<file path="config.mk">
export PLATFORM = sky130hd
export DESIGN_NAME = sbrb_ctrl
export DESIGN_NICKNAME = d
export VERILOG_FILES = /design/src/rtl/sbrb_pkg.sv /design/src/rtl/sbrb_ctrl.sv
export VERILOG_INCLUDE_DIRS = /design/src /design/src/rtl
export SDC_FILE = /design/constraint.sdc
export NUM_CORES = 1
export LEC_CHECK = 0
export BUFFER_PORTS_ARGS = -buffer_cell sky130_fd_sc_hd__buf_2
export CORE_UTILIZATION = 25
export CTS_BUF_LIST = sky130_fd_sc_hd__clkbuf_4
export CTS_CLUSTER_DIAMETER = 40
export DETAILED_ROUTE_END_ITERATION = 6
export GPL_TIMING_DRIVEN = 0
export HOLD_SLACK_MARGIN = 0.05
export PLACE_DENSITY_LB_ADDON = 0.12
export RECOVER_POWER = 25
export SETUP_SLACK_MARGIN = 0.1
export SLEW_MARGIN = 20
export SYNTH_ARGS = -nofsm -noshare
export SYNTH_HDL_FRONTEND = slang
export SYNTH_SLANG_ARGS = --single-unit
export TNS_END_PERCENT = 30
</file>
<file path="constraint.sdc">
create_clock -name clk -period 2.44 [get_ports clk]
set_input_delay 0.122 -clock clk [delete_from_list [all_inputs] [get_ports clk]]
set_output_delay 0.122 -clock clk [all_outputs]
set_load 0.02 [all_outputs]
</file>
<file path="src/rtl/shifted_bitmap_row_blitter_macros.svh">
// ----------------------------------------------------------------------------
// Bitmap row blitter assertion macros
// Shared concurrent assertion forms, clocked on clk and disabled in reset.
// ----------------------------------------------------------------------------
`ifndef SHIFTED_BITMAP_ROW_BLITTER_MACROS_SVH
`define SHIFTED_BITMAP_ROW_BLITTER_MACROS_SVH

// same-cycle implication
`define SBRB_ASSERT_NOW(lbl, ante, cons, msg) \
	lbl: assert property (@(posedge clk) disable iff (!arst_n) (ante) |-> (cons)) \
		else $error(msg);

// next-cycle implication
`define SBRB_ASSERT_NEXT(lbl, ante, cons, msg) \
	lbl: assert property (@(posedge clk) disable iff (!arst_n) (ante) |=> (cons)) \
		else $error(msg);

`endif

</file>
<file path="src/rtl/sbrb_pkg.sv">
`timescale 1ns / 1ps
// ----------------------------------------------------------------------------
// Bitmap row blitter package
// Payload types, field widths and controller/datapath command types.
// ----------------------------------------------------------------------------
package sbrb_pkg;

	localparam int WORD_W         = 16;
	localparam int SHIFT_W        = 4;
	localparam int POS_X_W        = 10;
	localparam int POS_Y_W        = 9;
	localparam int ROW_CNT_W      = 9;
	localparam int RADDR_W        = 14;
	localparam int LINE_WORDS_DEF = 40;
	localparam int SCREEN_LINES_DEF = 400;

	localparam logic OP_WRITE = 1'b0;
	localparam logic OP_READ  = 1'b1;

	typedef struct packed {
		logic                 operation;
		logic                 replace_mode;
		logic [POS_X_W-1:0]   pos_x;
		logic [POS_Y_W-1:0]   pos_y;
		logic [WORD_W-1:0]    row_bits;
		logic                 last_row;
		logic [RADDR_W-1:0]   read_address;
	} blit_req_t;

	typedef struct packed {
		logic [WORD_W-1:0] read_word;
		logic              dropped;
	} blit_rsp_t;

	typedef enum logic [1:0] {
		RD_NONE,
		RD_A0,
		RD_A1,
		RD_REQ
	} rd_sel_t;

	typedef enum logic [1:0] {
		WR_NONE,
		WR_CLR,
		WR_A0,
		WR_A1
	} wr_sel_t;

	typedef struct packed {
		logic    load;
		rd_sel_t rd_sel;
		wr_sel_t wr_sel;
		logic    load_rsp;
	} sbrb_cmd_t;

	typedef struct packed {
		logic clr_last;
		logic req_read;
	} sbrb_sts_t;

endpackage

</file>
<file path="src/rtl/sbrb_ctrl.sv">
`timescale 1ns / 1ps
// ----------------------------------------------------------------------------
// Bitmap row blitter controller
// Sequences the clearing pass, the word read-modify-write steps, the
// framebuffer read and the response handoff.
// ----------------------------------------------------------------------------
`include "shifted_bitmap_row_blitter_macros.svh"

module sbrb_ctrl
	import sbrb_pkg::*;
(
	input  logic      clk,
	input  logic      arst_n,
	input  logic      req_valid,
	output logic      req_ready,
	output logic      rsp_valid,
	input  logic      rsp_ready,
	input  sbrb_sts_t sts,
	output sbrb_cmd_t cmd
);

	typedef enum logic [2:0] {
		ST_CLEAR,
		ST_IDLE,
		ST_RD0,
		ST_RD1,
		ST_WR1,
		ST_RDR,
		ST_FIN
	} state_t;

	state_t state_q;
	logic   ready_q;
	logic   rsp_valid_q;
	logic   slot_free;

	assign req_ready = ready_q;
	assign rsp_valid = rsp_valid_q;
	assign slot_free = !rsp_valid_q || rsp_ready;

	always_comb begin
		cmd = '{load: 1'b0, rd_sel: RD_NONE, wr_sel: WR_NONE, load_rsp: 1'b0};
		unique case (state_q)
			ST_CLEAR: cmd.wr_sel = WR_CLR;
			ST_IDLE:  cmd.load = req_valid && ready_q;
			ST_RD0:   cmd.rd_sel = RD_A0;
			ST_RD1: begin
				cmd.wr_sel = WR_A0;
				cmd.rd_sel = RD_A1;
			end
			ST_WR1:   cmd.wr_sel = WR_A1;
			ST_RDR:   cmd.rd_sel = RD_REQ;
			ST_FIN:   cmd.load_rsp = slot_free;
			default:  cmd.load = 1'b0;
		endcase
	end

	always_ff @(posedge clk or negedge arst_n) begin
		if (!arst_n) begin
			state_q     <= ST_CLEAR;
			ready_q     <= 1'b0;
			rsp_valid_q <= 1'b0;
		end else begin
			if (cmd.load_rsp) begin
				rsp_valid_q <= 1'b1;
			end else if (rsp_ready) begin
				rsp_valid_q <= 1'b0;
			end
			unique case (state_q)
				ST_CLEAR: begin
					if (sts.clr_last) begin
						state_q <= ST_IDLE;
						ready_q <= 1'b1;
					end
				end
				ST_IDLE: begin
					if (cmd.load) begin
						ready_q <= 1'b0;
						state_q <= sts.req_read ? ST_RDR : ST_RD0;
					end
				end
				ST_RD0: state_q <= ST_RD1;
				ST_RD1: state_q <= ST_WR1;
				ST_WR1: state_q <= ST_FIN;
				ST_RDR: state_q <= ST_FIN;
				ST_FIN: begin
					if (slot_free) begin
						state_q <= ST_IDLE;
						ready_q <= 1'b1;
					end
				end
				default: state_q <= ST_CLEAR;
			endcase
		end
	end

	`SBRB_ASSERT_NEXT(a_busy_after_request, req_valid && req_ready, !req_ready, "ready held after request")
	`SBRB_ASSERT_NOW(a_rsp_from_fin, $rose(rsp_valid_q), $past(state_q) == ST_FIN, "response raised outside finish")
	`SBRB_ASSERT_NOW(a_no_ready_in_clear, state_q == ST_CLEAR, !req_ready, "request taken during clear")

endmodule

</file>
==> results.yml <==
synthesis:
  synth.cell_area_um2: 345.3
  syn-num-nets: 48
  synthCells: 42
  netlist.area_leader.share_pct: 36.23
  syn-mean-instance-area_um2: 8.222
  yosysMostFrequentCell: "nand2_1"
  yosys.area.top_type: "dfrtp_1"
  yosysUniqueCellTypes: 25
  yosys_register_bits: 5
  synth_warnings: 0
  synth_commonest_cells: "nand2_1 (7), dfrtp_1 (5), nor2_1 (5)"
  ys.flop_type: "dfrtp_1"
  ys_seq_area_share_pct: 36.23
  netlist_top_cells_area: "dfrtp_1 (36%), nand2_1 (7.6%), nor2_1 (5.4%), buf_6 (3.3%), a21bo_1 (2.9%)"
  synthArstFlopShare_pct: 100.0
  synth_edf_count: 0
floorplanning:
  io_pins: 14
  start_util_pct: 26.87
  core.rowCount: 13
  core_mm2: 0.001285
  die_x_um: 39.17
  die_h_um: 39.17
  die_area_mm2: 0.001534
sta:
  hold_viol_final: 0
  fin_worst_skew_ns: 0.008434
  period_share_pct: 56.94
  timing.final.ws_setup_ns: 1.051
  max_slew_margin_pct: 83.74
  setup_viol: 0
  tightestPinTransition_ns: 0.2432
  fmax_ghz: 0.7198
  tns_ns: 0
  layout_min_cycle_time_ns: 1.389
  fin_hold_ws_ns: 0.2010
  rsz0062_at_grt: "false"
  slew_violations: 0
global_route:
  grt_overflow: 0
  antenna_found_initial: 0
  grt_pass1_vias: 263
  grt_max_degree: 11
  grt_pass1_wl_mm: 1.145
  grt_use_total_pct: 12.46
clock_network:
  htreeDepth: 1
  clk_pin_slew_worst_paths_ns: 0.04
  cts_buffers: 3
  clk_latency_ns: 0.24
  cts_buffer_depth: 2
  cts_tree: "done"
  root_buffer: "clkbuf_4"
  cts_sinks: 5
  cts_resized: 0
critical_path:
  startpoint_type: "flop"
  worstSetupPathType: "flop to output port"
  crit_fanout: 10
  cp-end-kind: "output port"
  arrival_ns: 1.27
  required_ns: 2.32
placed_design:
  dpl.hpwl_um: 579.4
  port_buffers: 13
  place_area_um2: 429.2
  dp_slack_ns: 1.295
  gp_congestion: 0.6381
routing:
  drt_wl_total_um: 803
  post_drt_wl_per_cell_um: 10.71
  drcViolationCount: 0
  drtAntennaViolNets: 0
  drtIter0Drc: 7
  vias: 349
  avgViaCountPerCell: 4.653
  drtPass1Iterations: 4
hold_path:
  hold_path.class: "primary input to flop"
power:
  finalPower_uw: 692.4
  p_leak_nw: 0.2466
  power_density_mw_per_mm2: 1480
  ir_worst_vdd_mv: 0.5701
finish:
  syn_to_final_growth_pct: 35.51
  drive_above_1_share_pct: 36.67
  nets: 67
  final_area_um2: 467.9
  antenna_cells: 0
job:
  drv_cap: 0
outcome:
  status: "finished clean"
==> cell type report <==
cell class / count / area, um^2
flip-flops and latches: 5 / 125.1
fillers: 145 / 817.0
repair buffers: 14 / 73.82
inverters: 1 / 3.754
plain buffers: 3 / 21.27
clock buffers: 4 / 30.03
well taps: 15 / 18.77
multi-input cells: 33 / 195.2
==> final timing paths <==
kind	startpoint	end	slack [ns]	cells past startpoint
worst max-delay path	state_q[2]	cmd[3]	1.05	4
worst min-delay path	sts[0]	state_q[0]	0.20	3
worst max register to register	state_q[2]	state_q[1]	1.38	2
worst min register to register	rsp_valid	rsp_valid	0.59	2
max in group asynchronous	arst_n	state_q[2]	1.95	2
min in group asynchronous	arst_n	req_ready	0.28	2
==> timing repair <==
item	CTS	global route
buffers inserted	0	0
endpoints found under the hold margin	5	0
hold buffers	1	0
==> logic make-up (layout without fill, tap and decap cells) <==
group,after synthesis,count (layout),share of synthesized area [%]
and+or+nand+nor,20,20,29.72
AOI/OAI and AO/OA,12,12,24.28
DFF,5,5,36.23
buffers and inverters,4,22,7.245
xor gates and xnor gates,1,1,2.537
==> per-stage QoR <==
step                instances  util [%]
floorplan                  42         -
global placement           70     33.40
detailed placement         70     33.40
CTS                        75     36.51
global route               75     36.42
finish                     75     36.42
==> report_power, final <==
part	switching, mW	leakage [nW]	total (mW)	internal (mW)
clock	0.0339	0.0184	0.107	0.0729
sequential	0.0393	0.0626	0.163	0.123
combinational	0.242	0.166	0.423	0.180
==> flip-flops by register name (all words and copies together) (netlist names) <==
register / count
req_ready: 1
rsp_valid: 1
state_q: 3
==> layout by cell type (no fill, tap or decap), types with 2 or more instances in the layout <==
| cell | instances |
|---|---|
| a21oi_1 | 2 |
| buf_2 | 14 |
| clkbuf_4 | 4 |
| dfrtp_1 | 5 |
| nand2_1 | 7 |
| nor2_1 | 5 |
| o21ai_0 | 2 |
==> metal layers <==
layer / vias to the layer above / global-route usage [%] / part of all wire (%)
met3: 0 / 8.671 / 5.1
met1: 155 / 14.69 / 48
met5: - / 0 / 0
met4: 0 / 5.172 / 0
met2: 12 / 17.08 / 47
li1: 182 / - / -
==> worst max-delay path, cell delays in order, from the launching register on <==
cell and delay (ns):
dfrtp_1 0.41, buf_2 0.24, nand2_1 0.07, o22ai_1 0.13, buf_2 0.18
Power figures use the tool's default switching activity.
